$ cat config.mk
export PLATFORM = sky130hd
export DESIGN_NAME = grc_div
export DESIGN_NICKNAME = d
export VERILOG_FILES = /design/src/rtl/core/grc_pkg.sv /design/src/rtl/core/grc_div.sv
export SDC_FILE = /design/constraint.sdc
export NUM_CORES = 1
export LEC_CHECK = 0
export BUFFER_PORTS_ARGS = -buffer_cell sky130_fd_sc_hd__buf_2
export CAP_MARGIN = 30
export CORE_MARGIN = 2
export CORE_UTILIZATION = 35
export CTS_BUF_LIST = sky130_fd_sc_hd__clkbuf_16
export CTS_CLUSTER_SIZE = 16
export DETAILED_ROUTE_END_ITERATION = 8
export PLACE_DENSITY = 0.6
export RECOVER_POWER = 25
export SYNTH_ARGS = -nofsm -noshare
export SYNTH_HDL_FRONTEND = slang
export SYNTH_SLANG_ARGS = --single-unit
$ cat constraint.sdc
create_clock -name clock -period 3.7 [get_ports clock]
set_input_delay 0.37 -clock clock [delete_from_list [all_inputs] [get_ports clock]]
set_output_delay 0.37 -clock clock [all_outputs]
set_load 0.01 [all_outputs]
$ cat src/rtl/core/grc_pkg.sv
// ----------------------------------------------------------------------------
// grc_pkg
// Shared types and constants of the grid raycast column block.
// ----------------------------------------------------------------------------
package grc_pkg;

   localparam int FRAC_BITS = 16;
   localparam int MAP_SIDE  = 64;
   localparam int DIV_W     = 48;
   localparam int SQ_IN_W   = 64;
   localparam int SQ_OUT_W  = 32;
   localparam int CRD_W     = 10;
   localparam int LH_W      = DIV_W + 1;
   localparam int NUM_W     = CRD_W + FRAC_BITS + 1;

   localparam logic [30:0] SAT_MAX = '1;
   localparam logic [FRAC_BITS:0] ONE_FX = {1'b1, {FRAC_BITS{1'b0}}};

   localparam logic CMD_WRITE = 1'b0;
   localparam logic CMD_CAST  = 1'b1;

   localparam logic [2:0] CSR_SCREEN_WIDTH  = 3'd0;
   localparam logic [2:0] CSR_SCREEN_HEIGHT = 3'd1;
   localparam logic [2:0] CSR_EYE_POS_X     = 3'd2;
   localparam logic [2:0] CSR_EYE_POS_Y     = 3'd3;
   localparam logic [2:0] CSR_VIEW_DIR_X    = 3'd4;
   localparam logic [2:0] CSR_VIEW_DIR_Y    = 3'd5;
   localparam logic [2:0] CSR_CAM_PLANE_X   = 3'd6;
   localparam logic [2:0] CSR_CAM_PLANE_Y   = 3'd7;

   typedef enum logic [4:0] {
      ST_CLEAR,
      ST_IDLE,
      ST_CAM_DIV,
      ST_RAY_MUL,
      ST_RAY_SUM,
      ST_SQ_MUL,
      ST_SQ_SUM,
      ST_SQRT,
      ST_DX_DIV,
      ST_DY_DIV,
      ST_SIDE_MUL,
      ST_WALK,
      ST_WALK_RD,
      ST_PERP_START,
      ST_PERP_DIV,
      ST_LH_START,
      ST_LH_DIV,
      ST_ROWS
   } state_type;

   typedef struct packed {
      logic             start;
      logic [DIV_W-1:0] num;
      logic [DIV_W-1:0] den;
   } div_req_type;

   typedef struct packed {
      logic             done;
      logic [DIV_W-1:0] quo;
   } div_rsp_type;

   typedef struct packed {
      logic               start;
      logic [SQ_IN_W-1:0] value;
   } sqrt_req_type;

   typedef struct packed {
      logic                done;
      logic [SQ_OUT_W-1:0] root;
   } sqrt_rsp_type;

endpackage

$ cat src/rtl/core/grc_div.sv
// ----------------------------------------------------------------------------
// grc_div
// Unsigned restoring divider, one quotient bit per cycle.
// ----------------------------------------------------------------------------
module grc_div (
   input  logic                 clock,
   input  logic                 reset,
   input  grc_pkg::div_req_type div_req,
   output grc_pkg::div_rsp_type div_rsp
);
   import grc_pkg::*;

   localparam int CNT_W = $clog2(DIV_W);

   logic             busy_ff, busy_in;
   logic             done_ff, done_in;
   logic [CNT_W-1:0] cnt_ff, cnt_in;
   logic [DIV_W:0]   rem_ff, rem_in;
   logic [DIV_W-1:0] quo_ff, quo_in;
   logic [DIV_W-1:0] den_ff, den_in;
   logic [DIV_W:0]   shifted;
   logic             ge;

   always_comb begin
      shifted = {rem_ff[DIV_W-1:0], quo_ff[DIV_W-1]};
      ge      = shifted >= {1'b0, den_ff};
      busy_in = busy_ff;
      done_in = 1'b0;
      cnt_in  = cnt_ff;
      rem_in  = rem_ff;
      quo_in  = quo_ff;
      den_in  = den_ff;
      if (div_req.start) begin
         busy_in = 1'b1;
         cnt_in  = '0;
         rem_in  = '0;
         quo_in  = div_req.num;
         den_in  = div_req.den;
      end else if (busy_ff) begin
         rem_in = ge ? (shifted - {1'b0, den_ff}) : shifted;
         quo_in = {quo_ff[DIV_W-2:0], ge};
         cnt_in = cnt_ff + 1'b1;
         if (cnt_ff == CNT_W'(DIV_W - 1)) begin
            busy_in = 1'b0;
            done_in = 1'b1;
         end
      end
   end

   always_ff @(posedge clock) begin
      if (reset) begin
         busy_ff <= 1'b0;
         done_ff <= 1'b0;
      end else begin
         busy_ff <= busy_in;
         done_ff <= done_in;
      end
      cnt_ff <= cnt_in;
      rem_ff <= rem_in;
      quo_ff <= quo_in;
      den_ff <= den_in;
   end

   assign div_rsp.done = done_ff;
   assign div_rsp.quo  = quo_ff;

endmodule

==> results.md <==
- Relative slew slack: -15.7%
- Fin cells: around 1400
- Data required time of the worst path: 4070 ps
- Cell leakage power: 4.33 nW
- Signal arrival time at the worst endpoint: 3830 ps
- Synthesis-stage register bit count: 152
- Simple-Gate Fraction of Synth Area: 13.1%
- Violations in the final reports: capacitance limit, slew limit
- Min Clock Period, post-route: 3460 ps
- Clock transition at the register clock pins on the worst setup and hold paths after CTS: 80 ps
- Top cells by area in the synthesized netlist: edfxtp_1 (33%), dfxtp_1 (13%), ha_1 (6.9%), mux2_2 (6.2%), nand2_1 (5.2%)
- Category of cells accounting for the largest share of critical-path delay: compound AO/OA/AOI/OAI gates
- Post-route clock period utilization: 93.5%
- Avg Cell Area, Syn: between 9 and 10 um2
- Post-Place Cells: 1343
- Cells along the critical path: inv_1 -> ha_1 -> fa_1 -> and2b_1 -> o2111ai_1 -> a21oi_2 -> a2111oi_2 -> o31ai_2 -> a311oi_2 -> o31a_4 -> o21ai_4 -> a31oi_4 -> o311a_1 -> o21ai_1
- Fin. Hold Viols: 0
- Final wirelength: 20600 um
- Post-synth top flop: edfxtp_1
- Worst Clk Skew: between 15 and 20 ps
- DIE WIDTH: 163 um
- Routability congestion estimate: 0.862
- Multiplexer share of the synthesized area: 6.45%
- Number of instances resized during post-cts repair: 0
- Maximum number of buffers from clock root to sink: 2
- Synthesized instance count: roughly 900
- Largest net degree at the start of global routing: between 70 and 80
- Flop2flop setup slack: 240 ps
- Pin slew with the least headroom to its limit: 1740 ps
- Async set-or-reset flop fraction in the synthesized netlist: 0%
- Boundary Pins: 148
- VDD IR-drop max: 0.270 mV
- CP startpoint kind: register
- Number of CTS-inserted buffers: 17
- Cell type contributing the most total cell area after synthesis: edfxtp_1
- Post-route ant nets: 0
- Adder-Cell Fraction of Synth Area: 7.14%
- Sinks on Clock Net: 152
- Max Clock Freq: 0.289 GHz
- Critical path type: register to register
- Number of violations of the max-capacitance limit: 2
- Starting DRT DRC Count: 530
- Via density per instance: 5.04
- Number of hold buffers added after cts: 0
- Path category of the worst min-delay check: input port to register
- Rows: 58
- Leftover overflow at the end of global routing: 0
- Proportion of layout cells with a drive suffix above 1: ~25%
- RSZ-0062 raised after global routing: false
- CTS H-tree lvls: 4
- Floorplan die area: 26600 um2
- Sequential fraction of the synthesis area: 45.1%
- Dpl hpwl: 14800 um
- # nets final: 1181
- Relative area change from synthesis to final layout: 18.1%
- Critical path endpoint category: register
- Synth unique cells: 65
- Routed wirelength normalized by instance count: approximately 15 um
- Initial Utilization: 35.4%
- Total DRC errors in the routed layout: 0
- Post-synthesis compound-gate area fraction: 18.1%
- Clk_lat worst skew: 450 ps
- Most used standard cells in the synthesized netlist: nand2_1 (124), edfxtp_1 (96), nor2_1 (85)
- Initial antenna violation count: 0
- Setup bufs post-CTS: 0
- Yosys Warn Count: 0
- Count of final max-slew check failures: 100
- Top-area cell type share of the netlist area: between 30 and 40%
- Combinational family with the most area after synthesis: compound AO/OA/AOI/OAI gates
- Cell at the root of the clock tree: clkbuf_16
- Area of the mapped netlist: ~9000 um2
- DR pass1 iterations: 8
- Crit-path max cell delay: roughly 370 ps
- Wire length of the first global-routing pass: 33700 um
- Post-route setup TNS: 0 ps
- Core ar.: 25000 um2
- Outcome: finished, violations left
- Most instantiated library cell after synthesis: nand2_1
- Via count of the first global-routing pass: 6764
- PD cells: 486 nW/um2
- Count of buffer and inverter cells on the critical path: 1
- Cell type of the slowest stage on the worst timing path: fa_1
- Vertical die dimension: 163 um
- Top fanout value on the critical path: 3
- Tot GR Track Use: roughly 16%
- Final antenna diode count: 0
- Count of flip-flops with a built-in enable after synthesis: 96
- CTS tree: yes
- Buffers on Ports: 147
- Post-Synthesis Net Count: 1048
- Final setup violating endpoints: 0
- Synth Area in XOR/XNOR: 4.74%
- Total via count in the routed design: 6934
-- layout make-up --
class	count	area, um2
clock buffer	17	425
multi-input combinational	641	4400
inverter	60	225
sequential	152	4010
fill	2475	14600
clock inverter	15	196
timing repair buffer	160	815
tap	330	413
-- metrics by stage --
| stage | utilization, % | setup slack [ps] | instance area (um2) | power [mW] | hold slack (ps) |
|---|---|---|---|---|---|
| 5_1_grt | 41.8 | 1.42 | 10500 | 5.36 | 87.2 |
| 6_report | 41.8 | 241 | 10500 | 5.09 | 98.3 |
| 4_1_cts | 41.9 | 223 | 10500 | 5.14 | 80.9 |
| 3_3_place_gp | 39.5 | 346 | 9880 | 3.31 | 472 |
| 2_1_floorplan | - | 452 | 8870 | 3.00 | 442 |
| 3_5_place_dp | 39.5 | 260 | 9880 | 3.32 | 481 |
-- cell usage in the layout, fill, tap and decap left out, types with 10 or more instances in the layout --
master,netlist,layout
clkbuf_16,0,17
xnor2_1,35,35
nand2_1,124,124
ha_1,49,49
o21ai_0,35,35
edfxtp_1,96,96
nand3_1,10,10
o21bai_1,12,12
inv_1,60,59
a21oi_1,63,62
mux2_2,49,49
buf_2,8,136
buf_4,1,11
dfxtp_1,56,55
nor2_1,85,85
clkbuf_1,30,11
xor2_1,13,13
a311oi_1,27,27
nand4_1,14,14
a21o_1,17,17
a311oi_2,10,10
-- final timing paths --
check | endpoint | start | cells past startpoint
max reg2reg | rem_ff[46] | quo_ff[47] | 14
min | busy_ff | reset | 2
max | rem_ff[46] | quo_ff[47] | 14
min reg2reg | cnt_ff[5] | cnt_ff[5] | 2
-- where the power goes --
part	total (mW)	internal, mW	leakage [nW]	switching (mW)
combinational	1.24	0.511	2.61	0.727
clock	1.80	0.927	0.301	0.872
sequential	2.05	1.97	1.41	0.0805
total	5.09	3.41	4.33	1.68
-- kinds of logic after synthesis --
logic type | after synthesis
simple gates | 270
compound gates | 222
flops | 152
buf+inv | 106
mux | 51
fa+ha+maj | 50
xor+xnor | 48
-- sequential cells by signal (all words and copies together) (netlist names) --
signal,cells
busy_ff,1
quo_ff,48
done_ff,1
cnt_ff,6
den_ff,48
rem_ff,48
-- per-layer routing --
layer | routed length, um | track usage (%)
met1 | 10100 | 21.9
met2 | 9370 | 24.7
met3 | 978 | 3.17
met4 | 188 | 3.78
met5 | 0 | 0
Note: power is estimated with default switching activity, not from simulation.
