==> src/rtl/core/grc_pkg.sv <==
// ----------------------------------------------------------------------------
// grc_pkg
// Shared types and constants of the grid raycast column block.
// ----------------------------------------------------------------------------
package grc_pkg;

   localparam int FRAC_BITS = 16;
   localparam int MAP_SIDE  = 64;
   localparam int DIV_W     = 48;
   localparam int SQ_IN_W   = 64;
   localparam int SQ_OUT_W  = 32;
   localparam int CRD_W     = 10;
   localparam int LH_W      = DIV_W + 1;
   localparam int NUM_W     = CRD_W + FRAC_BITS + 1;

   localparam logic [30:0] SAT_MAX = '1;
   localparam logic [FRAC_BITS:0] ONE_FX = {1'b1, {FRAC_BITS{1'b0}}};

   localparam logic CMD_WRITE = 1'b0;
   localparam logic CMD_CAST  = 1'b1;

   localparam logic [2:0] CSR_SCREEN_WIDTH  = 3'd0;
   localparam logic [2:0] CSR_SCREEN_HEIGHT = 3'd1;
   localparam logic [2:0] CSR_EYE_POS_X     = 3'd2;
   localparam logic [2:0] CSR_EYE_POS_Y     = 3'd3;
   localparam logic [2:0] CSR_VIEW_DIR_X    = 3'd4;
   localparam logic [2:0] CSR_VIEW_DIR_Y    = 3'd5;
   localparam logic [2:0] CSR_CAM_PLANE_X   = 3'd6;
   localparam logic [2:0] CSR_CAM_PLANE_Y   = 3'd7;

   typedef enum logic [4:0] {
      ST_CLEAR,
      ST_IDLE,
      ST_CAM_DIV,
      ST_RAY_MUL,
      ST_RAY_SUM,
      ST_SQ_MUL,
      ST_SQ_SUM,
      ST_SQRT,
      ST_DX_DIV,
      ST_DY_DIV,
      ST_SIDE_MUL,
      ST_WALK,
      ST_WALK_RD,
      ST_PERP_START,
      ST_PERP_DIV,
      ST_LH_START,
      ST_LH_DIV,
      ST_ROWS
   } state_type;

   typedef struct packed {
      logic             start;
      logic [DIV_W-1:0] num;
      logic [DIV_W-1:0] den;
   } div_req_type;

   typedef struct packed {
      logic             done;
      logic [DIV_W-1:0] quo;
   } div_rsp_type;

   typedef struct packed {
      logic               start;
      logic [SQ_IN_W-1:0] value;
   } sqrt_req_type;

   typedef struct packed {
      logic                done;
      logic [SQ_OUT_W-1:0] root;
   } sqrt_rsp_type;

endpackage

==> src/rtl/core/grc_sqrt.sv <==
// ----------------------------------------------------------------------------
// grc_sqrt
// Integer square root, one result bit per cycle.
// ----------------------------------------------------------------------------
module grc_sqrt (
   input  logic                  clock,
   input  logic                  reset,
   input  grc_pkg::sqrt_req_type sqrt_req,
   output grc_pkg::sqrt_rsp_type sqrt_rsp
);
   import grc_pkg::*;

   localparam int CNT_W = $clog2(SQ_OUT_W);
   localparam int REM_W = SQ_OUT_W + 3;

   logic                busy_ff, busy_in;
   logic                done_ff, done_in;
   logic [CNT_W-1:0]    cnt_ff, cnt_in;
   logic [SQ_IN_W-1:0]  val_ff, val_in;
   logic [REM_W-1:0]    rem_ff, rem_in;
   logic [SQ_OUT_W-1:0] root_ff, root_in;
   logic [REM_W-1:0]    shifted;
   logic [REM_W-1:0]    sub;
   logic                ge;

   always_comb begin
      shifted = {rem_ff[REM_W-3:0], val_ff[SQ_IN_W-1 -: 2]};
      sub     = {1'b0, root_ff, 2'b01};
      ge      = shifted >= sub;
      busy_in = busy_ff;
      done_in = 1'b0;
      cnt_in  = cnt_ff;
      val_in  = val_ff;
      rem_in  = rem_ff;
      root_in = root_ff;
      if (sqrt_req.start) begin
         busy_in = 1'b1;
         cnt_in  = '0;
         val_in  = sqrt_req.value;
         rem_in  = '0;
         root_in = '0;
      end else if (busy_ff) begin
         rem_in  = ge ? (shifted - sub) : shifted;
         root_in = {root_ff[SQ_OUT_W-2:0], ge};
         val_in  = {val_ff[SQ_IN_W-3:0], 2'b00};
         cnt_in  = cnt_ff + 1'b1;
         if (cnt_ff == CNT_W'(SQ_OUT_W - 1)) begin
            busy_in = 1'b0;
            done_in = 1'b1;
         end
      end
   end

   always_ff @(posedge clock) begin
      if (reset) begin
         busy_ff <= 1'b0;
         done_ff <= 1'b0;
      end else begin
         busy_ff <= busy_in;
         done_ff <= done_in;
      end
      cnt_ff  <= cnt_in;
      val_ff  <= val_in;
      rem_ff  <= rem_in;
      root_ff <= root_in;
   end

   assign sqrt_rsp.done = done_ff;
   assign sqrt_rsp.root = root_ff;

endmodule

==> config.mk <==
export PLATFORM = sky130hd
export DESIGN_NAME = grc_sqrt
export DESIGN_NICKNAME = d
export VERILOG_FILES = /design/src/rtl/core/grc_pkg.sv /design/src/rtl/core/grc_sqrt.sv
export SDC_FILE = /design/constraint.sdc
export NUM_CORES = 1
export LEC_CHECK = 0
export BUFFER_PORTS_ARGS = -buffer_cell sky130_fd_sc_hd__buf_2
export CAP_MARGIN = 20
export CORE_MARGIN = 5
export CORE_UTILIZATION = 44
export CTS_CLUSTER_DIAMETER = 150
export DETAILED_ROUTE_END_ITERATION = 8
export PLACE_DENSITY = 0.64
export SLEW_MARGIN = 20
export SYNTH_ARGS = -nofsm -noshare
export SYNTH_HDL_FRONTEND = slang
export SYNTH_SLANG_ARGS = --single-unit
==> constraint.sdc <==
create_clock -name clock -period 2.4 [get_ports clock]
set_input_delay 0.36 -clock clock [delete_from_list [all_inputs] [get_ports clock]]
set_output_delay 0.36 -clock clock [all_outputs]
set_load 0.01 [all_outputs]
==> run metrics <==
clk_lat worst skew=430 ps; Vias=7103; GRT overflow=0; fill cell total of the finished layout=1483; Switching Power=0.00362 W; wirelength, routed=21500 um; area of the multi-input gates=0.00477 mm2; Rel. slew slack=62.2%; status=finished with violations; critical path cell sequence=inv_2 -> ha_4 -> a21o_1 -> a211oi_2 -> o2111ai_4 -> a21oi_4 -> a21oi_4 -> buf_6 -> o21ai_4 -> buf_6 -> nand3_1 -> a311oi_1; CTS tree=done; WP data required=2720 ps; syn_area_per_cell=9.79 um2; Longest Clk Path Bufs=2; I/O pin cnt=100; DIE AREA=0.0207 mm2; Area Growth Syn to Fin=42.6%; Slew @ Worst Pin=568 ps; M1 WL=9730 um; vias in the first global route=7139; Post-Synth Simple-Gate Area=13.6%; Hold Violations, Final=0; final slew viol count=0; GRT Resource Usage Total=20.9%; pin count of the biggest net entering global routing=54; Max Clk Rate=386 MHz; Post-synth EDFFs=64; Setup CP Type=flip-flop to flip-flop; Worst path max stage delay=330 ps; H-tree depth=4; # nets final=1173; final core area utilization=63.1%; internal power=0.00641 W; Initial Util=44.2%; Pre-antenna DRT Iters=5; crit path buf inv count=3; share of the synthesized area in the top cell type=24.4%; number of max-cap violations=0; metal2 WL=10200 um; Synth warnings=0; Clock Skew=12.0 ps; Critical Path Sink Type=flip-flop; XOR/XNOR share of the synthesized area=2.89%; die height=144 um; Worst Path Max Fanout=8; Remaining DRCs=0; TritonCTS Sinks=136; family with the most delay on the worst path=compound AO/OA/AOI/OAI gates; Max VDD drop=0.662 mV; min cycle time layout=2590 ps; part of the Yosys area used for sequential elements=42.6%; core box area=0.0178 mm2; PwrDens=891 mW/mm2; final setup fails=31; Hold Crit Start=reset; largest family of logic cells by synthesized area=compound AO/OA/AOI/OAI gates; unrepaired setup endpoints after global routing=true; Sequential Power Share=27.9%; Comb power frac=46.6%; initial antenna violation count=3; FP Rows=49; DR vias/cell=5.41; first-pass GRT wire length=34700 um; Sequential Area=0.00339 mm2; count of cell types in the netlist=68; dominant cells by area after synthesis=edfxtp_1 24%, dfxtp_1 18%, mux2_2 9.0%; ys flop type=dfxtp_1; critical path arrival=2910 ps; drt first-iter violations=321; final RePlAce weighted congestion=0.938; Total Neg Setup Slack=-3580 ps; Die Span X=144 um; crit path from=root_ff[6]; Synth Area in Compound Gates=16.6%; CTS buffer count=17; Post-DP HPWL=15500 um; FF-to-FF Start=root_ff[6]; worst setup margin=-191 ps; asr flop ratio synth=0%; slowest CP cell=dfxtp_2; Root Buffer=clkbuf_16; fin crit share=108%; layout cells sized above 1=47.4%; failing checks=negative setup slack; mux cell area share after synthesis=13.4%; largest area contributor in the synthesized netlist=edfxtp_1; Switching Fraction=36.1%; Post-Syn Area=0.00789 mm2; worst hold-check path type=input port to flip-flop; Leakage=4.71 nW; syn_nets=909; IO buf count=99; per-cell routed wire length=16.4 um; post-synthesis adder-cell area fraction=5.71%; critical path startpoint category=flip-flop; Routed Antenna Nets=0; Routed met3 length=1230 um; max layer used=met5; flops & latches, synth=136; Post-Synthesis Cells=806; total power=0.0100 W; clock share of power=25.5%; synth cell count leaders=92 x nor2_1, 72 x dfxtp_1, 64 x edfxtp_1; Reg clk slew, reported paths=70 ps; most frequent cell after synthesis=nor2_1
[cells by family after synthesis]
logic type,Yosys count
adder cells (fa/ha/maj),36
XOR/XNOR,26
multiplexers,98
AND/OR/NAND/NOR,230
flip-flops,136
AO/OA/AOI/OAI,183
buffers and inverters,97
[final cells by class]
| type | count | area share [%] |
|---|---|---|
| Multi-Input combinational cell | 573 | 42.4 |
| Sequential cell | 136 | 30.1 |
| Timing Repair Buffer | 297 | 18.4 |
| Clock buffer | 18 | 3.90 |
| Tap cell | 229 | 2.55 |
| Inverter | 45 | 1.50 |
| Clock inverter | 14 | 1.18 |
| Antenna cell | 1 | 0.0222 |
[flip-flops by register name, indices dropped and copies added (netlist names)]
signal   count
val_ff      64
rem_ff      33
root_ff     32
cnt_ff       5
busy_ff      1
done_ff      1
[worst reg2reg max path: stages (launching register included)]
cell and delay [ps]:
dfxtp_2 330, inv_2 40, ha_4 240, a21o_1 190, a211oi_2 280, o2111ai_4 200, a21oi_4 210, a21oi_4 80
buf_6 120, o21ai_4 220, buf_6 210, nand3_1 90, a311oi_1 290
[power groups by stage]
stage	clock network (W)	logic, W	registers [W]
2_1_floorplan	0	0.00242	0.00280
3_3_place_gp	0	0.00405	0.00282
3_5_place_dp	0	0.00408	0.00283
4_1_cts	0.00262	0.00441	0.00279
5_1_grt	0.00272	0.00504	0.00282
6_report	0.00256	0.00467	0.00280
[metal layers]
layer | global-route usage (%) | vias up
met5 | 0 | -
met4 | 5.85 | 4
met3 | 5.59 | 25
met2 | 34.7 | 155
met1 | 27.0 | 3406
li1 | - | 3513
[placed cells by master, fill, tap and decap left out, types with 5 or more instances in the layout]
master,netlist,routed
buf_12,0,5
xor2_1,9,9
a21oi_2,1,7
nand2_1,34,32
ha_4,0,21
o21ai_1,29,27
o21bai_1,6,6
edfxtp_1,64,64
inv_1,45,42
nand4_1,10,10
nor3_1,14,11
mux2_2,63,63
a21oi_1,32,25
buf_2,14,98
a211oi_2,4,5
dfxtp_2,0,15
clkbuf_16,0,17
mux2i_1,35,35
nor2_1,92,88
buf_4,2,188
o21a_1,9,7
nand3_1,42,29
inv_6,0,5
a311oi_2,0,11
dfxtp_1,72,56
a21o_1,12,12
a311oi_1,29,18
xnor2_1,17,17
nand3_2,0,12
buf_6,2,6
o21ai_0,12,10
ha_1,36,13
and3_1,10,8
[repair_timing]
action | CTS | global route
cloned | 0 | 0
buffers inserted | 2 | 4
pin swaps | 25 | 19
hold buffers | 0 | 0
resized for setup | 62 | 43
setup endpoints to repair | 34 | 34
endpoints found under the hold margin | 0 | 0
[worst paths after layout]
check	end	slack (ps)	cells after the start
max	rem_ff[20]	-190	12
min	busy_ff	110	2
max reg2reg	rem_ff[20]	-190	12
min reg2reg	rem_ff[31]	490	2
[metrics by stage]
| step | std cells | area, um2 | hold slack, ps | setup slack (ps) |
|---|---|---|---|---|
| finish | 1313 | 11300 | 112 | -191 |
| global route | 1313 | 11300 | 96.9 | -326 |
| CTS | 1309 | 11000 | 96.2 | -177 |
| detailed placement | 1275 | 10100 | 471 | -333 |
| global placement | 1275 | 10100 | 464 | -288 |
| floorplan | 806 | 8040 | 432 | -132 |
Note: power is estimated with default switching activity, not from simulation.
